===== config.mk =====
export PLATFORM = sky130hd
export DESIGN_NAME = forward_difference_derivative
export DESIGN_NICKNAME = d
export VERILOG_FILES = /design/src/rtl/core/fdd_pkg.sv /design/src/rtl/core/forward_difference_derivative.sv /design/src/rtl/core/fdd_ctrl.sv /design/src/rtl/core/fdd_datapath.sv
export VERILOG_INCLUDE_DIRS = /design/src /design/src/rtl/core
export SDC_FILE = /design/constraint.sdc
export NUM_CORES = 1
export LEC_CHECK = 0
export ABC_AREA = 0
export BUFFER_PORTS_ARGS = -buffer_cell sky130_fd_sc_hd__buf_2
export CAP_MARGIN = 40
export CORE_MARGIN = 8
export CORE_UTILIZATION = 62
export DETAILED_ROUTE_END_ITERATION = 12
export PLACE_DENSITY_LB_ADDON = 0.1
export SLEW_MARGIN = 5
export SYNTH_ARGS = -nofsm -noshare
export SYNTH_HDL_FRONTEND = slang
export SYNTH_HIERARCHICAL = 1
export SYNTH_SLANG_ARGS = --single-unit

===== constraint.sdc =====
create_clock -name clk -period 9.8 [get_ports clk]
set_input_delay 0.49 -clock clk [delete_from_list [all_inputs] [get_ports clk]]
set_output_delay 0.49 -clock clk [all_outputs]
set_load 0.01 [all_outputs]

===== src/rtl/core/assert_macros.svh =====
`ifndef ASSERT_MACROS_SVH
`define ASSERT_MACROS_SVH

// same-cycle implication, disabled while in reset
`define FDD_ASSERT_IMP(lbl, clk, rst, ante, cons) \
  lbl: assert property (@(posedge clk) disable iff (rst) (ante) |-> (cons)) \
    else $error("same-cycle check failed");

// next-cycle implication, disabled while in reset
`define FDD_ASSERT_NXT(lbl, clk, rst, ante, cons) \
  lbl: assert property (@(posedge clk) disable iff (rst) (ante) |=> (cons)) \
    else $error("next-cycle check failed");

`endif


===== src/rtl/core/fdd_pkg.sv =====
package fdd_pkg;

  localparam int FRAC_BITS = 16;
  localparam int SLOPE_W = 48;
  // |dy| << (FRAC_BITS+1) plus |dx|, the rounded dividend
  localparam int QW = FRAC_BITS + 35;
  localparam int DW = 34;
  localparam int EXT_W = QW + SLOPE_W;
  localparam int CW = $clog2(QW + 1);

  localparam logic [SLOPE_W-1:0] SLOPE_MAX = {1'b0, {(SLOPE_W-1){1'b1}}};
  localparam logic [SLOPE_W-1:0] SLOPE_MIN = {1'b1, {(SLOPE_W-1){1'b0}}};

  typedef enum logic [2:0] {
    ST_IDLE,
    ST_CHECK,
    ST_DIV,
    ST_PEND,
    ST_CUR,
    ST_LAST,
    ST_COMMIT
  } state_t;

  typedef enum logic [1:0] {
    EMIT_NONE,
    EMIT_PEND,
    EMIT_CUR,
    EMIT_LAST
  } emit_sel_t;

  typedef struct packed {
    logic      load_in;
    logic      div_start;
    logic      div_step;
    logic      div_store;
    emit_sel_t emit;
    logic      commit;
  } cmd_t;

  typedef struct packed {
    logic [1:0] seen;
    logic       have;
    logic       pend_valid;
    logic       last;
    logic       div_done;
    logic       out_free;
  } status_t;

endpackage


===== src/rtl/core/forward_difference_derivative.sv =====
// One request at a time. A sample with nonzero spacing runs through the restoring divider;
// a zero-spacing sample skips it, and the first sample of a set goes from check to commit.
// The second sample of a set only parks its result and emits nothing.
// Results leave through a registered output; a stalled output holds the emit states.
// Synchronous reset clears the controller, the set tracking and the output valid flag.
module forward_difference_derivative
  import fdd_pkg::*;
(
  input  logic                      clk,
  input  logic                      rst,
  input  logic                      in_valid,
  output logic                      in_stall,
  input  logic signed [31:0]        sample_x,
  input  logic signed [31:0]        sample_y,
  input  logic                      end_of_set,
  output logic                      out_valid,
  input  logic                      out_stall,
  output logic signed [31:0]        point_x,
  output logic signed [SLOPE_W-1:0] slope,
  output logic                      last_point
);

  `include "assert_macros.svh"

  cmd_t    cmd;
  status_t status;

  fdd_ctrl u_ctrl (
    .clk      (clk),
    .rst      (rst),
    .in_valid (in_valid),
    .status   (status),
    .cmd      (cmd),
    .in_stall (in_stall)
  );

  fdd_datapath u_dp (
    .clk        (clk),
    .rst        (rst),
    .sample_x   (sample_x),
    .sample_y   (sample_y),
    .end_of_set (end_of_set),
    .cmd        (cmd),
    .status     (status),
    .out_valid  (out_valid),
    .out_stall  (out_stall),
    .point_x    (point_x),
    .slope      (slope),
    .last_point (last_point)
  );

  // busy right after taking a request
  `FDD_ASSERT_NXT(a_busy_after_accept, clk, rst, in_valid && !in_stall, in_stall)
  // never overwrite a result still waiting downstream
  `FDD_ASSERT_IMP(a_emit_slot_free, clk, rst, cmd.emit != EMIT_NONE, status.out_free)
  // slope is stored only once the divider has finished
  `FDD_ASSERT_IMP(a_store_after_div, clk, rst, cmd.div_store, status.div_done)
  // a new emit always yields a valid result next cycle
  `FDD_ASSERT_NXT(a_emit_valid, clk, rst, cmd.emit != EMIT_NONE, out_valid)

endmodule


===== src/rtl/core/fdd_ctrl.sv =====
module fdd_ctrl
  import fdd_pkg::*;
(
  input  logic    clk,
  input  logic    rst,
  input  logic    in_valid,
  input  status_t status,
  output cmd_t    cmd,
  output logic    in_stall
);

  state_t state, state_next;

  always_ff @(posedge clk) begin
    if (rst) begin
      state <= ST_IDLE;
    end else begin
      state <= state_next;
    end
  end

  always_comb begin
    state_next = state;
    cmd = '0;
    cmd.emit = EMIT_NONE;
    in_stall = (state != ST_IDLE);
    case (state)
      ST_IDLE: begin
        if (in_valid) begin
          cmd.load_in = 1'b1;
          state_next = ST_CHECK;
        end
      end
      ST_CHECK: begin
        if (status.seen == 2'd0) begin
          state_next = ST_COMMIT;
        end else if (status.have) begin
          cmd.div_start = 1'b1;
          state_next = ST_DIV;
        end else begin
          state_next = ST_PEND;
        end
      end
      ST_DIV: begin
        if (status.div_done) begin
          cmd.div_store = 1'b1;
          state_next = ST_PEND;
        end else begin
          cmd.div_step = 1'b1;
        end
      end
      ST_PEND: begin
        // second sample of a set only parks its result
        if (status.seen == 2'd1) begin
          state_next = ST_COMMIT;
        end else if (!status.pend_valid) begin
          state_next = ST_CUR;
        end else if (status.out_free) begin
          cmd.emit = EMIT_PEND;
          state_next = ST_CUR;
        end
      end
      ST_CUR: begin
        if (!status.have) begin
          state_next = ST_LAST;
        end else if (status.out_free) begin
          cmd.emit = EMIT_CUR;
          state_next = ST_LAST;
        end
      end
      ST_LAST: begin
        if (!status.last) begin
          state_next = ST_COMMIT;
        end else if (status.out_free) begin
          cmd.emit = EMIT_LAST;
          state_next = ST_COMMIT;
        end
      end
      ST_COMMIT: begin
        cmd.commit = 1'b1;
        state_next = ST_IDLE;
      end
      default: begin
        state_next = ST_IDLE;
      end
    endcase
  end

endmodule


===== src/rtl/core/fdd_datapath.sv =====
module fdd_datapath
  import fdd_pkg::*;
(
  input  logic                      clk,
  input  logic                      rst,
  input  logic signed [31:0]        sample_x,
  input  logic signed [31:0]        sample_y,
  input  logic                      end_of_set,
  input  cmd_t                      cmd,
  output status_t                   status,
  output logic                      out_valid,
  input  logic                      out_stall,
  output logic signed [31:0]        point_x,
  output logic signed [SLOPE_W-1:0] slope,
  output logic                      last_point
);

  logic signed [31:0] prev_x, prev_y, cur_x, cur_y;
  logic               cur_last;
  logic signed [32:0] dx, dy;
  logic [1:0]         seen;
  logic               pend_valid;
  logic signed [31:0] pend_x;
  logic [SLOPE_W-1:0] pend_slope, recent_slope, pair_slope;

  logic               neg;
  logic [QW-1:0]      dvd;
  logic [DW-1:0]      rem;
  logic [DW-1:0]      d2;
  logic [CW-1:0]      cnt;

  logic [32:0]        mag_x, mag_y;
  logic [QW-1:0]      dividend;
  logic [DW:0]        trial;
  logic               qbit;
  logic [EXT_W-1:0]   q_ext;
  logic [SLOPE_W-1:0] sat;
  logic               out_free;

  assign mag_x = dx[32] ? $unsigned(-dx) : $unsigned(dx);
  assign mag_y = dy[32] ? $unsigned(-dy) : $unsigned(dy);
  // 2*(|dy| << F) + |dx| over 2*|dx| gives round half away from zero
  assign dividend = (QW'(mag_y) << (FRAC_BITS + 1)) + QW'(mag_x);

  assign trial = {rem, dvd[QW-1]};
  assign qbit  = (trial >= {1'b0, d2});

  assign q_ext = EXT_W'(dvd);
  always_comb begin
    if (neg) begin
      if (q_ext >= EXT_W'(SLOPE_MIN)) begin
        sat = SLOPE_MIN;
      end else begin
        sat = -q_ext[SLOPE_W-1:0];
      end
    end else begin
      if (q_ext > EXT_W'(SLOPE_MAX)) begin
        sat = SLOPE_MAX;
      end else begin
        sat = q_ext[SLOPE_W-1:0];
      end
    end
  end

  assign out_free = !out_valid || !out_stall;

  assign status.seen       = seen;
  assign status.have       = (dx != 33'sd0);
  assign status.pend_valid = pend_valid;
  assign status.last       = cur_last;
  assign status.div_done   = (cnt == '0);
  assign status.out_free   = out_free;

  // request capture and differences
  always_ff @(posedge clk) begin
    if (cmd.load_in) begin
      cur_x    <= sample_x;
      cur_y    <= sample_y;
      cur_last <= end_of_set;
      dx       <= {sample_x[31], sample_x} - {prev_x[31], prev_x};
      dy       <= {sample_y[31], sample_y} - {prev_y[31], prev_y};
    end
  end

  // restoring divider, quotient shifts into dvd
  always_ff @(posedge clk) begin
    if (rst) begin
      cnt <= '0;
    end else if (cmd.div_start) begin
      cnt <= CW'(QW);
    end else if (cmd.div_step) begin
      cnt <= cnt - 1'b1;
    end
  end

  always_ff @(posedge clk) begin
    if (cmd.div_start) begin
      neg <= dx[32] ^ dy[32];
      dvd <= dividend;
      rem <= '0;
      d2  <= {mag_x, 1'b0};
    end else if (cmd.div_step) begin
      rem <= qbit ? DW'(trial - {1'b0, d2}) : trial[DW-1:0];
      dvd <= {dvd[QW-2:0], qbit};
    end
  end

  always_ff @(posedge clk) begin
    if (cmd.load_in) begin
      pair_slope <= '0;
    end else if (cmd.div_store) begin
      pair_slope <= sat;
    end
  end

  // set tracking
  always_ff @(posedge clk) begin
    if (rst) begin
      prev_x       <= '0;
      prev_y       <= '0;
      seen         <= 2'd0;
      pend_valid   <= 1'b0;
      recent_slope <= '0;
    end else begin
      if (cmd.div_store) begin
        recent_slope <= sat;
      end
      if (cmd.commit) begin
        prev_x <= cur_x;
        prev_y <= cur_y;
        if (cur_last) begin
          seen         <= 2'd0;
          pend_valid   <= 1'b0;
          recent_slope <= '0;
        end else begin
          case (seen)
            2'd0: seen <= 2'd1;
            2'd1: begin
              seen       <= 2'd2;
              pend_valid <= status.have;
            end
            default: begin
              seen       <= 2'd3;
              pend_valid <= 1'b0;
            end
          endcase
        end
      end
    end
  end

  always_ff @(posedge clk) begin
    if (cmd.commit && seen == 2'd1) begin
      pend_x     <= prev_x;
      pend_slope <= pair_slope;
    end
  end

  // output register
  always_ff @(posedge clk) begin
    if (rst) begin
      out_valid <= 1'b0;
    end else if (cmd.emit != EMIT_NONE) begin
      out_valid <= 1'b1;
    end else if (!out_stall) begin
      out_valid <= 1'b0;
    end
  end

  always_ff @(posedge clk) begin
    case (cmd.emit)
      EMIT_PEND: begin
        point_x    <= pend_x;
        slope      <= pend_slope;
        last_point <= 1'b0;
      end
      EMIT_CUR: begin
        point_x    <= prev_x;
        slope      <= pair_slope;
        last_point <= 1'b0;
      end
      EMIT_LAST: begin
        point_x    <= cur_x;
        slope      <= recent_slope;
        last_point <= 1'b1;
      end
      default: begin
      end
    endcase
  end

endmodule

==> flow_summary.ini, run 1 <==
[job]
drv_cap = 0

[sta]
setup-tns-final_ns = 0
rsz0062_at_grt = false
slew_violations = 0
worst_slew_pin_slew_ns = 0.892
skew_ns = 0.0273
hold_viol_final = 0
clock.fmax_mhz = 171
setup_violations = 0
whs_ns = 0.0717
relSlewSlack = 0.404
period_minus_slack_ns = 5.85
finalCritPeriodShare = 0.597

[placement]
place_inst = 3511
port-buffer-count = 151
place_congestion = 0.919
hpwlAfterDp_microns = 50500

[clocking]
cts-resized-gates = 0
cts_setup_buffers = 0
ctsRootBufferMaster = clkbuf_16
clkTransAtPathRegs_ns = 0.06
clk_path_buf_depth = 3
cts_tree = built
ctsHoldBuffers = 0
h-tree-depth = 2
cts_num_sinks = 584
clk_latency_ns = 0.62
cts_buffers = 59

[global_routing]
grt-ovfl-total = 0
grt_pass1_wl_microns = 114000
grtUsageTotal = 0.250
antenna_found_initial = 1
grt_pass1_vias = 21356
grt_max_degree = 97

[floorplanning]
die_x_microns = 235
die-height_microns = 235
die-area_sq_um = 55200
start_util = 0.626
core_sq_um = 47500
io_pins = 152
num_rows = 80

[logic_synthesis]
synth_edf_count = 377
synth_top_cells_by_area = edfxtp_1 (38%), dfxtp_1 (14%), mux2i_1 (6.0%)
synth_area_sq_um = 29700
ys_ff_latch = 584
yosysSeqAreaShare = 0.520
syn_inst = 2848
synth_common_cells = nor2_1 (396), edfxtp_1 (377), dfxtp_1 (207)
yosys.cell_count.top_type = nor2_1
netlist.area_leader.share = 0.381
ys_warn_count = 6
syn_area_per_cell_sq_um = 10.4
synth_top_cell_by_area = edfxtp_1
syn-num-nets = 3040
synthArstFlopShare = 0
ys.flop_type = edfxtp_1
yosysUniqueCellTypes = 85

[detailed_routing]
drc_errors = 0
drt_iter0_drc = 1914
wire_per_inst_microns = 19.9
num_vias = 22132
avgViaCountPerCell = 6.11
ant_nets = 0
routed_wl_microns = 71900
firstDrtPassIters = 6

[setup_path]
critPathLaunchType = flop
rr_worst_depth = 17
arrival_ns = 6.20
crit_end = u_dp/dvd[34]
r2r_setup_slack_ns = 3.95
reg2reg_to = u_dp/dvd[34]
endpoint_kind = flop
r2r-start = u_dp/dx[10]
cp_data_required_time_ns = 10.15
crit_start = u_dp/dx[10]
crit_fanout = 8
crit_type = flop to flop

[layout]
antenna_cells = 0
syn2layout_area_growth_pct = 11.6
drive_gt1_frac = 0.118
fin_cells = 3621
final_core_util = 0.698
fin_nets = 3149

[pwr]
vdd_drop_max_v = 0.000195
p_leak_nw = 11.9
power_density_nw_per_um2 = 266

[worst_hold_path]
hp-class = primary input to flop

[outcome]
status = finished clean
==> cells by family after synthesis <==
| group | count (synthesis) | share of synthesized area |
|---|---|---|
| fa+ha+maj | 123 | 0.0528 |
| buf+inv | 280 | 0.0369 |
| xor+xnor | 173 | 0.0509 |
| flops | 584 | 0.520 |
| mux | 212 | 0.0729 |
| compound gates | 646 | 0.136 |
| simple gates | 830 | 0.131 |
==> registers in the layout, summed over array words and instances, names as in the netlist, 33 cells and up <==
register and flops:
u_dp/d2 33, u_dp/dy 33, u_dp/pair_slope 48, u_dp/dvd 51, u_dp/slope 48, u_dp/recent_slope 48
u_dp/pend_slope 48, u_dp/dx 33, u_dp/rem 34
==> worst max-delay path, stage by stage (launching register included) <==
cell	delay (ns)
edfxtp_1	0.43
or4_4	0.56
or2_1	0.26
or4_4	0.53
o41ai_1	0.33
xor2_1	0.44
inv_1	0.12
ha_1	0.31
a21oi_1	0.21
o21ai_0	0.16
a2111oi_0	0.68
o31ai_1	0.25
nand3_1	0.13
o211ai_1	0.15
a21oi_2	0.48
nor2_1	0.12
xnor2_1	0.14
mux2_2	0.27
==> placed cells by master (no fill, tap or decap), types with 50 or more instances in the layout <==
cell	synthesis	final
nor2_1	396	392
inv_1	144	142
xnor2_1	123	123
nand2_1	124	124
xor2_1	50	50
ha_1	119	119
nor3_1	101	101
buf_2	3	151
mux2i_1	178	178
clkbuf_16	0	63
a21oi_1	202	200
edfxtp_1	377	377
o21ai_0	162	162
dfxtp_1	207	207
==> how the worst min path moves through the flow <==
stage	startpoint	to	slack, ns	depth (start not counted)
2_1_floorplan	u_dp/pair_slope[47]	u_dp/pend_slope[47]	0.43	0
3_3_place_gp	u_dp/pair_slope[22]	u_dp/pend_slope[22]	0.44	0
3_5_place_dp	u_dp/pair_slope[21]	u_dp/pend_slope[21]	0.44	0
4_1_cts	sample_y[11]	u_dp/cur_y[11]	0.04	1
5_1_grt	sample_y[11]	u_dp/cur_y[11]	0.04	1
6_report	sample_y[11]	u_dp/cur_y[11]	0.07	1
==> per-stage QoR <==
stage	worst slack, ns	power (mW)	instance area, sq um
global route	3.55	9.30	33200
global placement	4.26	6.41	30900
floorplan	2.30	5.68	29700
detailed placement	4.03	6.57	31200
finish	3.95	8.85	33200
CTS	4.04	8.88	33200
==> metal layers <==
| layer | GRT usage | share of wire | routed length [microns] |
|---|---|---|---|
| met3 | 0.0353 | 0.056 | 4050 |
| met5 | 0 | 0.00019 | 14 |
| met2 | 0.420 | 0.48 | 34500 |
| met1 | 0.334 | 0.44 | 31500 |
| met4 | 0.0753 | 0.026 | 1850 |
==> area by class of cell <==
cell class                 count  area (sq um)
clock buffer                  90          1820
clock inverter                20           193
fill                        3481         14300
inverter                     144           542
multi-input combinational   1984         13200
sequential                   584         15500
tap                          615           769
timing repair buffer         184          1170
==> power by group <==
part | internal (mW) | switching (mW) | leakage (nW) | total, mW
Sequential | 3.28 | 0.344 | 5.17 | 3.63
Combinational | 1.13 | 1.80 | 5.78 | 2.93
Clock | 1.35 | 0.940 | 0.991 | 2.29
No activity file was read; power rests on OpenSTA's default activity.
==> run 2, diff against run 1 <==
==> constraint.sdc (replaced) <==
create_clock -name clk -period 5.7 [get_ports clk]
set_input_delay 0.285 -clock clk [delete_from_list [all_inputs] [get_ports clk]]
set_output_delay 0.285 -clock clk [all_outputs]
set_load 0.01 [all_outputs]
==> flow_summary.ini, run 2 (same netlist as run 1, synthesis figures left out) <==
[layout]
fin_nets = 3217
largest_reg_flops = 51
largest_register = u_dp/dvd
final_common_cell = nor2_1
layout_common_cells = nor2_1 (392), edfxtp_1 (377), dfxtp_1 (207), a21oi_1 (200), mux2i_1 (178)
final_core_util = 0.714
syn2layout_area_growth_pct = 14.2
drive_gt1_frac = 0.117

[pwr]
p_leak_nw = 12.3
netSwitchingPower_mw = 5.30
clockPowerShare = 0.267
seqPwrFrac = 0.409
p_int_mw = 10.0
vdd_drop_max_v = 0.000569
switching_share = 0.346
power_density_nw_per_um2 = 451
p_comb_frac = 0.324

[sta]
period_minus_slack_ns = 5.44
relSlewSlack = 0.405
hold_viol_final = 0
skew_ns = 0.0125
slew_violations = 0
setup_violations = 0
rsz0062_at_grt = false
clock.fmax_mhz = 184
worst_slew_pin_slew_ns = 0.871
setup-tns-final_ns = 0
finalCritPeriodShare = 0.955
whs_ns = 0.0994

[global_routing]
antenna_found_initial = 1
grt_max_degree = 162
grt_pass1_wl_microns = 117000
grt-ovfl-total = 0
grtUsageTotal = 0.257
grt_pass1_vias = 21816

[setup_path]
crit_type = flop to flop
critPathLaunchType = flop
rr_worst_depth = 18
crit_fanout = 8
arrival_ns = 5.82
endpoint_kind = flop
cp_data_required_time_ns = 6.07

[clocking]
cts_buffers = 60
clk_latency_ns = 0.62
clkTransAtPathRegs_ns = 0.06
h-tree-depth = 2
clk_path_buf_depth = 3
cts_setup_buffers = 0
cts_num_sinks = 584
ctsRootBufferMaster = clkbuf_16
cts_tree = built

[detailed_routing]
avgViaCountPerCell = 6.07
firstDrtPassIters = 6
drt_iter0_drc = 2024
routed_wl_microns = 73600
wire_per_inst_microns = 19.9
ant_nets = 0
num_vias = 22422
drc_errors = 0

[placement]
port-buffer-count = 151
hpwlAfterDp_microns = 50400
place_congestion = 0.900

[floorplanning]
die_x_microns = 235
io_pins = 152
start_util = 0.626
die-area_sq_um = 55200
num_rows = 80
die-height_microns = 235
core_sq_um = 47500

[worst_hold_path]
hp-class = primary input to flop
hold_depth = 3

[job]
drv_cap = 0

[outcome]
status = finished clean
run 2: cell types whose count changed in the layout (fill, tap and decap cells not counted), sizes merged:
cell,before,now
dlymetal6s2s,0,1
dlygate4sd3,0,66
clkinv,15,22
bufinv,3,7
diode,0,2
clkbuf,90,81
clkinvlp,2,4
run 2: worst paths after layout:
| check | startpoint | endpoint | slack (ns) |
|---|---|---|---|
| worst max-delay path | u_dp/dx[10] | u_dp/dvd[40] | 0.26 |
| worst min-delay path | out_stall | u_dp/out_valid | 0.1 |
| worst max register to register | u_dp/dx[10] | u_dp/dvd[40] | 0.26 |
| worst min register to register | u_dp/pair_slope[13] | u_dp/pend_slope[13] | 0.46 |
run 2: critical path, stage by stage (launching register included):
cell,delay (ns)
edfxtp_1,0.43
or4_4,0.57
or2_1,0.25
or4_4,0.51
o41ai_1,0.36
xor2_1,0.31
inv_1,0.10
ha_1,0.29
a21oi_1,0.09
o21ai_0,0.27
a2111oi_1,0.15
buf_4,0.16
o31ai_2,0.38
nand3_1,0.13
o211ai_1,0.37
a21oi_4,0.18
nor3b_1,0.28
xnor2_1,0.09
mux2_2,0.27
run 2: repair_timing:
action / in CTS / in global routing
setup endpoints to repair: 0 / 8
resized for setup: 0 / 3
endpoints found under the hold margin: 66 / 0
hold buffers: 66 / 0
run 2: power groups by stage:
stage,Clock (mW),Combinational (mW),Sequential [mW]
2_1_floorplan,0,3.52,6.23
3_3_place_gp,0,4.68,6.28
3_5_place_dp,0,4.86,6.33
4_1_cts,4.16,4.95,6.26
5_1_grt,4.32,5.48,6.36
6_report,4.10,4.97,6.27
run 2: routing by layer:
metal	wire, microns	track usage	vias to the layer above
met3	4200	0.0369	120
met1	31400	0.337	10834
met4	1760	0.0777	0
met2	36200	0.440	749
met5	0	0	-
li1	-	-	10719
run 2: through the flow:
step / worst slack (ns) / power [mW] / instances / instance area, sq um
finish: 0.257 / 15.3 / 3694 / 34000
global route: 0.0166 / 16.2 / 3693 / 34000
CTS: 0.0874 / 15.4 / 3691 / 33900
detailed placement: 0.137 / 11.2 / 3511 / 31200
global placement: 0.336 / 11.0 / 3503 / 31000
floorplan: 0.355 / 9.75 / 2848 / 29700
run 2: area by class of cell:
type                            instances  area, sq um
Antenna cell                            2         5.00
Clock buffer                           81         1710
Clock inverter                         33          368
Fill cell                            3430        13600
Inverter                              144          542
Multi-Input combinational cell       1984        13300
Sequential cell                       584        15500
Tap cell                              615          769
Timing Repair Buffer                  251         1840
